## src/double_hash_open_address_table_assert.svh

```systemverilog
// ----------------------------------------------------------------------------
// Assertion macros for the double hash open address table
// Shared property forms, used one per line at the end of a module.
// ----------------------------------------------------------------------------
`ifndef DOUBLE_HASH_OPEN_ADDRESS_TABLE_ASSERT_SVH
`define DOUBLE_HASH_OPEN_ADDRESS_TABLE_ASSERT_SVH

// same-cycle implication
`define DHOT_ASSERT_NOW(label, clk, rst_n, ante, cons, msg) \
  label: assert property (@(posedge clk) disable iff (!rst_n) (ante) |-> (cons)) \
    else $error(msg);

// next-cycle implication
`define DHOT_ASSERT_NEXT(label, clk, rst_n, ante, cons, msg) \
  label: assert property (@(posedge clk) disable iff (!rst_n) (ante) |=> (cons)) \
    else $error(msg);

`endif

```

## src/dhot_pkg.sv

```systemverilog
// ----------------------------------------------------------------------------
// dhot_pkg
// Types, codes and constants shared by the hash table controller and datapath.
// ----------------------------------------------------------------------------
`timescale 1ns / 1ps

package dhot_pkg;

  localparam int DEF_CAPACITY    = 64;
  localparam int DEF_PROBE_PRIME = 61;
  localparam int DEF_VALUE_BITS  = 32;

  // first-hash and second-hash constants
  localparam int HASH_MOD    = 100000;
  localparam int HASH_DIV_HI = 1000;
  localparam int HASH_DIV_LO = 100;
  localparam int HASH_THRESH = 10000;
  localparam int KEY_MULT    = 1000;

  // divider operand widths: square of letter plus number, largest divisor
  localparam int DIV_DW = 31;
  localparam int DIV_VW = 17;

  localparam int KEY_BITS = 23;

  typedef enum logic [1:0] {
    OP_INSERT = 2'd0,
    OP_SEARCH = 2'd1,
    OP_DELETE = 2'd2
  } dhot_op_t;

  typedef enum logic [2:0] {
    ST_INSERTED    = 3'd0,
    ST_PRESENT     = 3'd1,
    ST_FULL        = 3'd2,
    ST_FOUND       = 3'd3,
    ST_NOT_FOUND   = 3'd4,
    ST_DELETED_HIT = 3'd5,
    ST_REMOVED     = 3'd6
  } dhot_status_t;

  typedef enum logic [1:0] {
    DS_MOD,
    DS_DIGIT,
    DS_CAP,
    DS_PRIME
  } dhot_div_sel_t;

  typedef enum logic [3:0] {
    S_CLEAR,
    S_IDLE,
    S_SQUARE,
    S_HMOD_GO,
    S_HMOD_WAIT,
    S_HDIG_GO,
    S_HDIG_WAIT,
    S_HCAP_GO,
    S_HCAP_WAIT,
    S_H2_GO,
    S_H2_WAIT,
    S_PROBE_RD,
    S_PROBE_CHK,
    S_FINISH
  } dhot_state_t;

  typedef struct packed {
    logic          clear_wr;
    logic          load;
    logic          square;
    logic          div_start;
    dhot_div_sel_t div_sel;
    logic          probe_rd;
    logic          probe_chk;
    logic          finish;
  } dhot_cmd_t;

  typedef struct packed {
    logic clear_last;
    logic cmd_valid;
    logic div_done;
    logic probe_end;
  } dhot_stat_t;

endpackage

```

## src/dhot_ctrl.sv

```systemverilog
// ----------------------------------------------------------------------------
// dhot_ctrl
// Sequencer: clearing pass, hash computation steps, probe loop, finish.
// ----------------------------------------------------------------------------
`timescale 1ns / 1ps

module dhot_ctrl (
  input  logic                 clk,
  input  logic                 rst_n,
  input  logic                 start,
  output logic                 busy,
  input  dhot_pkg::dhot_stat_t stat,
  output dhot_pkg::dhot_cmd_t  cmd
);

  dhot_pkg::dhot_state_t state_r, state_nxt;

  always_ff @(posedge clk) begin
    if (!rst_n) begin
      state_r <= dhot_pkg::S_CLEAR;
    end else begin
      state_r <= state_nxt;
    end
  end

  always_comb begin
    state_nxt = state_r;
    cmd       = '0;
    cmd.div_sel = dhot_pkg::DS_MOD;
    unique case (state_r)
      dhot_pkg::S_CLEAR: begin
        cmd.clear_wr = 1'b1;
        if (stat.clear_last) state_nxt = dhot_pkg::S_IDLE;
      end
      dhot_pkg::S_IDLE: begin
        if (start) begin
          cmd.load  = 1'b1;
          state_nxt = dhot_pkg::S_SQUARE;
        end
      end
      dhot_pkg::S_SQUARE: begin
        cmd.square = 1'b1;
        // drop straight to the answer for an unused command
        state_nxt = stat.cmd_valid ? dhot_pkg::S_HMOD_GO : dhot_pkg::S_FINISH;
      end
      dhot_pkg::S_HMOD_GO: begin
        cmd.div_start = 1'b1;
        cmd.div_sel   = dhot_pkg::DS_MOD;
        state_nxt     = dhot_pkg::S_HMOD_WAIT;
      end
      dhot_pkg::S_HMOD_WAIT: begin
        if (stat.div_done) state_nxt = dhot_pkg::S_HDIG_GO;
      end
      dhot_pkg::S_HDIG_GO: begin
        cmd.div_start = 1'b1;
        cmd.div_sel   = dhot_pkg::DS_DIGIT;
        state_nxt     = dhot_pkg::S_HDIG_WAIT;
      end
      dhot_pkg::S_HDIG_WAIT: begin
        if (stat.div_done) state_nxt = dhot_pkg::S_HCAP_GO;
      end
      dhot_pkg::S_HCAP_GO: begin
        cmd.div_start = 1'b1;
        cmd.div_sel   = dhot_pkg::DS_CAP;
        state_nxt     = dhot_pkg::S_HCAP_WAIT;
      end
      dhot_pkg::S_HCAP_WAIT: begin
        if (stat.div_done) state_nxt = dhot_pkg::S_H2_GO;
      end
      dhot_pkg::S_H2_GO: begin
        cmd.div_start = 1'b1;
        cmd.div_sel   = dhot_pkg::DS_PRIME;
        state_nxt     = dhot_pkg::S_H2_WAIT;
      end
      dhot_pkg::S_H2_WAIT: begin
        if (stat.div_done) state_nxt = dhot_pkg::S_PROBE_RD;
      end
      dhot_pkg::S_PROBE_RD: begin
        cmd.probe_rd = 1'b1;
        state_nxt    = dhot_pkg::S_PROBE_CHK;
      end
      dhot_pkg::S_PROBE_CHK: begin
        cmd.probe_chk = 1'b1;
        state_nxt = stat.probe_end ? dhot_pkg::S_FINISH : dhot_pkg::S_PROBE_RD;
      end
      dhot_pkg::S_FINISH: begin
        cmd.finish = 1'b1;
        state_nxt  = dhot_pkg::S_IDLE;
      end
      default: begin
        state_nxt = dhot_pkg::S_IDLE;
      end
    endcase
  end

  assign busy = (state_r != dhot_pkg::S_IDLE);

endmodule

```

## config.mk

```make
export PLATFORM = sky130hd
export DESIGN_NAME = dhot_ctrl
export DESIGN_NICKNAME = d
export VERILOG_FILES = /design/src/double_hash_open_address_table_assert.svh /design/src/dhot_pkg.sv /design/src/dhot_ctrl.sv
export SDC_FILE = /design/constraint.sdc
export NUM_CORES = 1
export LEC_CHECK = 0
export ABC_AREA = 1
export BUFFER_PORTS_ARGS = -buffer_cell sky130_fd_sc_hd__buf_2
export CELL_PAD_IN_SITES_DETAIL_PLACEMENT = 1
export CELL_PAD_IN_SITES_GLOBAL_PLACEMENT = 1
export CORE_MARGIN = 10
export CORE_UTILIZATION = 31
export DETAILED_ROUTE_END_ITERATION = 6
export PLACE_DENSITY = 0.8
export SLEW_MARGIN = 20
export SYNTH_ARGS = -nofsm -noshare
export SYNTH_HDL_FRONTEND = slang
export SYNTH_SLANG_ARGS = --single-unit
```

## constraint.sdc

```tcl
create_clock -name clk -period 2.7 [get_ports clk]
set_input_delay 0.135 -clock clk [delete_from_list [all_inputs] [get_ports clk]]
set_output_delay 0.135 -clock clk [all_outputs]
set_load 0.01 [all_outputs]
```

### After elaboration in Yosys (flattened, before gate mapping)

Cells that the tools add are included.

| word-level totals | value |
|---|---|
| bits in writable memories | 0 |
| bits in read-only memories | 0 |
| latch bits | 0 |
| output and inout port bits | 10 |
| memories kept | 0 |
| register bits | 4 |
| input bits | 7 |

| cells by class | value |
|---|---|
| shift operators | 0 |
| add/subtract/negate cells | 0 |
| eq/ne operators | 20 |
| reduce and logical (&&, ||, !) cells | 2 |
| bitwise logic cells | 0 |
| div/mod/pow operators | 0 |
| multiply operators | 0 |
| muxes and demuxes | 17 |
| $lt $le $gt $ge | 0 |

Operator list:

| cell | number |
|---|---|
| case mux 4 bit (13 select lines) | 1 |
| 2-to-1 mux 4 bit | 7 |
| == test 4 bit, second input constant | 6 |
| == test 4 x 3 -> 1 bit, second input constant | 4 |
| inequality test 2 bit, second input constant | 6 |
| case mux 3 bit (4 select lines) | 1 |
| == test 4 x 2 -> 1 bit, second input constant | 2 |
| 2-to-1 mux 1 bit | 7 |
| AND reduction 6 bit | 1 |
| == test 4 x 1 -> 1 bit, second input constant | 1 |
| logical NOT 4 bit | 1 |
| inequality test 4 x 1 -> 1 bit, second input constant | 1 |
| 2-to-1 mux 3 bit | 1 |

### Longest topological paths before layout

Gate-level depths: netlist (run 1).

| depth | value |
|---|---|
| depth in word-level cells | 3 |
| mapped depth | 8 |
| depth with buffers taken out | 8 |

### Worst setup path after synthesis (run 1)

OpenSTA, ideal clock, no wires.

| timing | value |
|---|---|
| path type | flip-flop to flip-flop |
| from | reg state_r[0] |
| to | reg state_r[0] |
| period minus slack after synthesis | 1.062 ns |
| setup slack | 1.638 ns |
| arrival | 0.945 ns |
| required time | 2.582 ns |
| cell stages (with the launch flop) | 8 |
| path through | dfxtp_1 > inv_2 > nor2_4 > nand3_2 > nand2_1 > nor2_2 > o21ai_1 > nor2_1 |

| between the ends | value |
|---|---|
| cells in the longest elaborated chain, start to end | 3 |
| elaborated cells on any way between the ends | 21 |
| classes of those cells | eq/ne (18); mux (1); reduce/logical (2) |

RTL lines:

| element | RTL line | RTL |
|---|---|---|
| start, declared | dhot_ctrl.sv:16 | `dhot_pkg::dhot_state_t state_r, state_nxt;` |
| start signal, assigned | dhot_ctrl.sv:20 | `state_r <= dhot_pkg::S_CLEAR;` |
| start signal, assigned | dhot_ctrl.sv:22 | `state_r <= state_nxt;` |
| == test 4 bit (tied with other cells) | dhot_ctrl.sv:30 | `unique case (state_r)` |
| inequality test 2 bit (no source line) | -- |  |
| AND reduction 6 bit (no source line) | -- |  |

Parallel ways exist; a longest one is shown, timed or not.
A chain may end at the register's enable or synchronous reset.

==> summary.txt, run 1 <==
Num ports = 17
Max-Cap Viols = 0
Clock slew at reported path FFs = 40 ps
Cell accounting for the most synthesized area = nand2_1
Worst hold margin = 135.9 ps
Hold buffer count at cts = 0
Final hold viol count = 0
Full die area = 3198 sq um
PortBufs = 16
Core area = 1285 sq um
H-tree depth = 1
Antenna viol nets, final = 0
Post-synth cell types = 18
Largest net degree at the start of global routing = 7
Critical-path top delay cell = dfxtp_1
Simple-gate portion of the synthesized area = 56.50%
Required @ worst endpoint = 2570 ps
Status = finished, final reports clean
CTS tree = done
Multiplexer share of the synthesized area = 0%
Yosys warns = 0
Chip height = 56.55 um
# setup viols final = 0
Post-DP HPWL = 1.118 mm
Layout cells sized above 1 = 38.46%
Overall Power = 540.3 uW
Worst setup SP type = flop
Final period util = 54.65%
Pre-Repair DR Iteration Count = 3
Shortest period the worst path allows = 1475 ps
Via-to-Cell Ratio = 4.566
DR WL/cell = 11.67 um
Grt total ovfl = 0
Most frequent cells in the layout = 23 x nand2_1, 16 x buf_2, 12 x inv_1, 6 x nor2_1
Post-CTS Resized = 0
Max FFs per register = 4
FMAX = 677.8 MHz
Synth Area in XOR/XNOR = 0%
Clk sinks = 4
Syn-to-layout area delta = 29.31%
Initial Util = 32.23%
Detailed router's first-iteration violation count = 3
Max Slew Vio Count = 0
Routability Congestion = 0.8492
Syn_area_per_cell = 5.752 sq um
First-pass GRT wire length = 2.159 mm
Commonest non-fill, non-tap cell in the layout = nand2_1
Reg-to-reg setup timing slack = 1490 ps
Die Wd = 56.55 um
Setup Skew = 1.108 ps
Core Util, Final = 41.67%
Static leakage = 0.3522 nW
Total GRT Usage = 8.095%
Crit-path max cell delay = 430 ps
Antenna violations before repair = 0
Yosys reg bits = 4
Synth Area in Compound Gates = 8.761%
Hold Path Class = in2reg
Synth Cell Area = 414.1 sq um
Largest regs = state_r (4)
Drt total wl = 1.237 mm
Largest family of logic cells by synthesized area = simple AND/OR/NAND/NOR gates
Main area contributors after synthesis = nand2_1 21%, dfxtp_1 19%, inv_1 11%
Most flops, register = state_r
Adder-cell share of the synthesized area = 0%
Ant diodes = 0
Mapped Nets = 79
Placed insts = 103
Layout Cells excl Fill = 106
Share of the synthesized area in the top cell type = 20.85%
Crit-path cells = inv_2, nor2_4, nand3_1, o2111ai_1, buf_2
Routed via count = 484
Power density over the cells = 1009 nW/um^2
Worst skew pair latency = 230 ps
Slew HR = 80.95%
Worst-path maximum fanout = 6
Register area share after synthesis = 19.34%
CP Capture Type = output pin
Root Buffer = clkbuf_4
Gate Count Post-Synth = 72
Vias in the first global route = 492
Final setup TNS = 0 ps
WP data arrival = 1340 ps
Cell row count = 13
RSZ-0062 raised after global routing = false
Worst Tran Pin Value = 284.7 ps
Clock Path Buffers = 2
Final routed DRC violation total = 0
Crit path kind = reg2out
Nets = 100
Post-CTS Setup Bufs = 0
Cts bufs inserted = 3
Maximum VDD drop = 0.4230 mV
==> metal layers <==
| metal | wire [um] | vias to the layer above | share of wire [%] | global-route usage [%] |
|---|---|---|---|---|
| li1 | - | 261 | - | - |
| met1 | 634 | 208 | 51 | 10.42 |
| met2 | 494 | 13 | 40 | 11.44 |
| met3 | 88 | 2 | 7.1 | 2.697 |
| met4 | 19 | 0 | 1.5 | 4.124 |
| met5 | 0 | - | 0 | 0 |
==> synthesized netlist by cell type, drive strengths merged <==
cell type and number:
a21oi 1, clkinv 1, dfxtp 4, inv 16
nand2 25, nand3 7, nand3b 1, nor2 11
nor3 2, o2111ai 2, o21ai 2
==> metrics by stage <==
step / area, sq um / setup slack [ps]
floorplan: 414.1 / 1638
global placement: 513.0 / 1487
detailed placement: 513.0 / 1472
CTS: 535.5 / 1202
global route: 535.5 / 1115
finish: 535.5 / 1225
==> where the power goes <==
part           switching [mW]  internal (mW)
clock                  0.0244         0.0497
combinational           0.221          0.123
sequential             0.0411         0.0815
total                   0.286          0.254
==> logic make-up (layout without fill, tap and decap cells) <==
kind of cell    count (synthesis)  count (layout)
buf+inv                        17              36
flops                           4               4
simple gates                   46              46
compound gates                  5               5
==> final cells by class <==
type | count | area, sq um
Fill cell | 199 | 749.5
Multi-Input combinational cell | 51 | 270.3
Sequential cell | 4 | 80.08
Timing Repair Buffer | 16 | 80.08
Inverter | 17 | 63.81
Clock buffer | 3 | 22.52
Tap cell | 15 | 18.77
==> worst max-delay path: cells and delay by family, from the launching register on <==
family,cells,cell delay [ps]
AOI/OAI and AO/OA,1,100
buffers and inverters,2,260
DFF,1,430
and+or+nand+nor,2,310
==> worst paths after layout <==
path / depth (start not counted) / to / startpoint
max: 5 / cmd[5] / state_r[0]
min: 3 / state_r[3] / rst_n
max reg2reg: 7 / state_r[0] / state_r[0]
min reg2reg: 2 / state_r[1] / state_r[1]
Note: power is estimated with default switching activity, not from simulation.
==> run 2: changes to the inputs <==
- CORE_UTILIZATION: 31 -> 28
- PLACE_DENSITY: 0.8 -> 0.74
- clock period: 2.7 -> 1.4 ns (I/O delays scaled with it)
==> run 2 against run 1 <==
Largest cell class unchanged; non-clock buffer count unchanged; register-to-register slack worse by 1200 ps; combinational power up 93%; setup slack worse by 1100 ps; critical path type unchanged; cell count unchanged; critical path depth unchanged.
==> summary.txt, run 2 (synthesized netlist as in run 1, its figures left out) <==
Status = finished, final reports clean (unchanged)
Sequential cell area = 85.08 sq um (was 80.08 sq um)
Total GRT Usage = 8.060% (was 8.095%)
Ant diodes = 0 (unchanged)
Worst setup margin = 87.66 ps (was 1225 ps)
Worst-path maximum fanout = 6 (unchanged)
Multi-input gate area = 270.3 sq um (unchanged)
Worst setup SP type = flop (unchanged)
Syn-to-layout area delta = 30.51% (was 29.31%)
Vias in the first global route = 520 (was 492)
Final hold viol count = 0 (unchanged)
Maximum VDD drop = 0.6719 mV (was 0.4230 mV)
Hold buffer count at cts = 0 (unchanged)
Grt total ovfl = 0 (unchanged)
HP Start = rst_n (unchanged)
Clk sinks = 4 (unchanged)
Antenna violations before repair = 0 (unchanged)
Worst hold margin = 88.66 ps (was 135.9 ps)
Routed via count = 489 (was 484)
Core area = 1350 sq um (was 1285 sq um)
Cts bufs inserted = 3 (unchanged)
Slew HR = 81.24% (was 80.95%)
Crit. Startpoint = state_r[0] (unchanged)
Crit path kind = reg2out (unchanged)
Placed insts = 103 (unchanged)
Initial Util = 30.68% (was 32.23%)
CP Capture Type = output pin (unchanged)
Design Area, Final = 540.5 sq um (was 535.5 sq um)
Required @ worst endpoint = 1330 ps (was 2570 ps)
# fillers = 206 (was 199)
Most flops, register = state_r (unchanged)
DP Area = 513.0 sq um (unchanged)
Static leakage = 0.3537 nW (was 0.3522 nW)
DR WL/cell = 12.29 um (was 11.67 um)
Most frequent cells in the layout = 23 x nand2_1, 16 x buf_2, 12 x inv_1, 6 x nor2_1 (unchanged)
Final routed DRC violation total = 0 (unchanged)
Overall Power = 1.055 mW (was 540.3 uW)
PortBufs = 16 (unchanged)
Worst skew pair latency = 230 ps (about the same)
Drt total wl = 1.303 mm (was 1.237 mm)
Num ports = 17 (unchanged)
Pre-Repair DR Iteration Count = 4 (was 3)
Commonest non-fill, non-tap cell in the layout = nand2_1 (unchanged)
CTS tree = done (unchanged)
Die Wd = 58.46 um (was 56.55 um)
Post-CTS Setup Bufs = 0 (unchanged)
Core Util, Final = 40.04% (was 41.67%)
Antenna viol nets, final = 0 (unchanged)
Largest net degree at the start of global routing = 7 (unchanged)
Detailed router's first-iteration violation count = 5 (was 3)
# setup viols final = 0 (unchanged)
Full die area = 3418 sq um (was 3198 sq um)
Final setup TNS = 0 ps (unchanged)
Post-DP HPWL = 1.139 mm (was 1.118 mm)
RSZ-0062 raised after global routing = false (unchanged)
Power density over the cells = 1951 nW/um^2 (was 1009 nW/um^2)
Max-Cap Viols = 0 (unchanged)
Dpl ws = 199.2 ps (was 1472 ps)
Chip height = 58.46 um (was 56.55 um)
Shortest period the worst path allows = 1312 ps
Routability Congestion = 0.7904 (was 0.8492)
First-pass GRT wire length = 2.277 mm (was 2.159 mm)
RR Startpoint = state_r[0] (unchanged)
WP data arrival = 1240 ps (was 1340 ps)
H-tree depth = 1 (unchanged)
Setup Skew = 0.06818 ps (was 1.108 ps)
Clock slew at reported path FFs = 40 ps (about the same)
Max Slew Vio Count = 0 (unchanged)
Layout Cells excl Fill = 106 (unchanged)
Largest regs = state_r (4) (unchanged)
Max FFs per register = 4 (unchanged)
Hold Path Class = in2reg (unchanged)
Nets = 100 (unchanged)
Root Buffer = clkbuf_4 (unchanged)
Worst Tran Pin Value = 280.3 ps (was 284.7 ps)
FMAX = 762.0 MHz
Via-to-Cell Ratio = 4.613 (was 4.566)
Final period util = 93.74%
Clock Path Buffers = 2 (unchanged)
Cell row count = 13 (unchanged)
Layout cells sized above 1 = 42.86% (was 38.46%)
==> run 2: power breakdown <==
| part | switching (mW) | internal [mW] |
|---|---|---|
| registers | 0.0840 | 0.167 |
| clock network | 0.0446 | 0.0957 |
| logic | 0.425 | 0.238 |
==> run 2: cell type report <==
type | count | area share (%)
Clock buffer | 3 | 4.167
Inverter | 17 | 11.81
Multi-Input combinational cell | 51 | 50.00
Sequential cell | 4 | 15.74
Tap cell | 15 | 3.472
Timing Repair Buffer | 16 | 14.81
==> run 2: metal layers <==
metal / track usage, % / up-vias / part of all wire, %
li1: - / 259 / -
met5: 0 / - / 0
met1: 10.19 / 219 / 49
met2: 11.99 / 11 / 45
met3: 2.361 / 0 / 5.5
met4: 4.027 / 0 / 0
==> run 2: final timing paths <==
check / cells after the start / slack [ps] / end
worst min register to register: 2 / 530 / state_r[1]
worst min-delay path: 3 / 90 / state_r[3]
worst max-delay path: 5 / 90 / cmd[5]
worst max register to register: 7 / 250 / state_r[1]
==> run 2: critical path: stages, from the launching register on <==
cell and delay [ps]:
dfxtp_2 380, inv_2 80, nor2_4 150, nand3_1 130
o2111ai_1 100, buf_2 170
==> run 2: timing repair <==
item	CTS	global route
gates resized for setup	1	3
gates cloned	0	0
setup endpoints to repair	1	2
==> run 3: changes to the inputs <==
- RECOVER_POWER: default -> 100
==> run 3 against run 2 <==
First-iteration DRC count fell by 40%; sequential power about the same; count of clock-buffer cells in the layout unchanged; setup slack improved by 2.8 ps; cell count stayed put; hold slack gained 1.8 ps; combinational power is 3.5% lower; critical endpoint unchanged; register-to-register slack lost 30 ps; non-clock buffer count unchanged.
==> summary.txt, run 3 (synthesized netlist as in run 1, its figures left out) <==
Status = finished, final reports clean (unchanged)
Cell internal pwr = 487.2 uW (was 501.1 uW)
Chip height = 58.46 um (unchanged)
H-tree depth = 1 (unchanged)
Switching Share = 52.59% (was 52.49%)
Worst-path maximum fanout = 6 (unchanged)
Worst setup SP type = flop (unchanged)
Root Buffer = clkbuf_4 (unchanged)
Antenna viol nets, final = 0 (unchanged)
Drt total wl = 1.298 mm (was 1.303 mm)
Logic pwr share = 62.3% (was 62.9%)
First-pass GRT wire length = 2.277 mm (unchanged)
Max FFs per register = 4 (unchanged)
FMAX = 763.7 MHz (was 762.0 MHz)
Final period util = 93.54% (was 93.74%)
Most flops, register = state_r (unchanged)
Final hold viol count = 0 (unchanged)
Post-DP HPWL = 1.139 mm (unchanged)
PortBufs = 16 (unchanged)
Cell row count = 13 (unchanged)
Nets = 100 (unchanged)
Slew HR = 81.27% (was 81.24%)
Total GRT Usage = 8.060% (unchanged)
Crit path kind = reg2out (unchanged)
Max-Cap Viols = 0 (unchanged)
Largest net degree at the start of global routing = 7 (unchanged)
RSZ-0062 raised after global routing = false (unchanged)
Hold buffer count at cts = 0 (unchanged)
Via-to-Cell Ratio = 4.566 (was 4.613)
Core area = 1350 sq um (unchanged)
Full die area = 3418 sq um (unchanged)
Seq pwr share = 24.3% (was 23.8%)
CP Capture Type = output pin (unchanged)
Commonest non-fill, non-tap cell in the layout = nand2_1 (unchanged)
Final routed DRC violation total = 0 (unchanged)
Shortest period the worst path allows = 1309 ps (was 1312 ps)
Worst skew pair latency = 230 ps (about the same)
Ant diodes = 0 (unchanged)
Layout cells sized above 1 = 34.07% (was 42.86%)
Hold Path Class = in2reg (unchanged)
Die Wd = 58.46 um (unchanged)
Clock share of power = 13.4% (was 13.3%)
CTS tree = done (unchanged)
Clk sinks = 4 (unchanged)
WP data arrival = 1240 ps (about the same)
# setup viols final = 0 (unchanged)
Cts bufs inserted = 3 (unchanged)
Clock Path Buffers = 2 (unchanged)
Most frequent cells in the layout = 24 x nand2_1, 13 x inv_1, 12 x buf_2, 7 x nor2_1 (was 23 x nand2_1, 16 x buf_2, 12 x inv_1, 6 x nor2_1)
Antenna violations before repair = 0 (unchanged)
Setup Skew = 0.1706 ps (was 0.06818 ps)
Psw = 540.4 uW (was 553.7 uW)
Clock slew at reported path FFs = 40 ps (about the same)
Overall Power = 1.028 mW (was 1.055 mW)
Power density over the cells = 1951 nW/um^2 (about the same)
Routed via count = 484 (was 489)
Syn-to-layout area delta = 27.19% (was 30.51%)
Pre-Repair DR Iteration Count = 3 (was 4)
Maximum VDD drop = 0.6639 mV (was 0.6719 mV)
Worst Tran Pin Value = 279.9 ps (was 280.3 ps)
Detailed router's first-iteration violation count = 3 (was 5)
Num ports = 17 (unchanged)
Max Slew Vio Count = 0 (unchanged)
Routability Congestion = 0.7904 (unchanged)
Final setup TNS = 0 ps (unchanged)
Grt total ovfl = 0 (unchanged)
Largest regs = state_r (4) (unchanged)
Static leakage = 0.3373 nW (was 0.3537 nW)
Vias in the first global route = 520 (unchanged)
Required @ worst endpoint = 1330 ps (about the same)
Initial Util = 30.68% (unchanged)
DR WL/cell = 12.25 um (was 12.29 um)
## run 3: timing repair
item	CTS	global route
endpoints found under the setup margin	1	2
resized for setup	1	3
cloned	0	0
setup buffers	0	0
pin swaps	0	0
## run 3: worst max-delay path, stage by stage, from the launching register on
cell and delay, ps:
dfxtp_2 380, inv_2 80, nor2_4 150, nand3_1 130, o2111ai_1 100, buf_2 170
## run 3: area by class of cell
cell class,count,area [sq um]
multi-input cells,51,261.5
well taps,15,18.77
repair buffers,16,75.07
inverters,17,63.81
flip-flops and latches,4,85.08
clock buffers,3,22.52
fillers,208,823.3
## run 3: per-layer routing
metal,share of wire (%),up-vias,GRT usage [%],routed length [um]
met4,0,0,4.027,0
met3,5.5,0,2.361,72
met5,0,-,0,0
met1,50,214,10.19,649
li1,-,259,-,-
met2,44,11,11.99,576
## run 3: path summary, 6_finish.rpt
| check | endpoint | slack, ps | start | cells past startpoint |
|---|---|---|---|---|
| worst max register to register | state_r[0] | 220 | state_r[2] | 7 |
| worst min-delay path | state_r[1] | 90 | rst_n | 3 |
| worst max-delay path | cmd[5] | 90 | state_r[0] | 5 |
| worst min register to register | state_r[1] | 510 | state_r[1] | 2 |
## run 3: power by group through the flow
| stage | Clock (mW) | Combinational [mW] | Sequential (mW) |
|---|---|---|---|
| 3_3_place_gp | 0 | 0.665 | 0.238 |
| 4_1_cts | 0.148 | 0.673 | 0.244 |
| 6_report | 0.138 | 0.640 | 0.249 |
| 2_1_floorplan | 0 | 0.484 | 0.226 |
| 5_1_grt | 0.159 | 0.740 | 0.258 |
| 3_5_place_dp | 0 | 0.670 | 0.243 |
## run 3: stage by stage
stage	cells	cell area [sq um]	util, %	setup slack (ps)	hold WS [ps]
CTS	106	536.8	39.76	1.706	82.89
finish	106	526.8	39.02	90.51	90.50
floorplan	72	414.1	-	337.6	167.6
detailed placement	103	513.0	38.00	199.2	325.5
global route	106	526.8	39.02	8.749	99.38
global placement	103	513.0	38.00	211.1	317.0
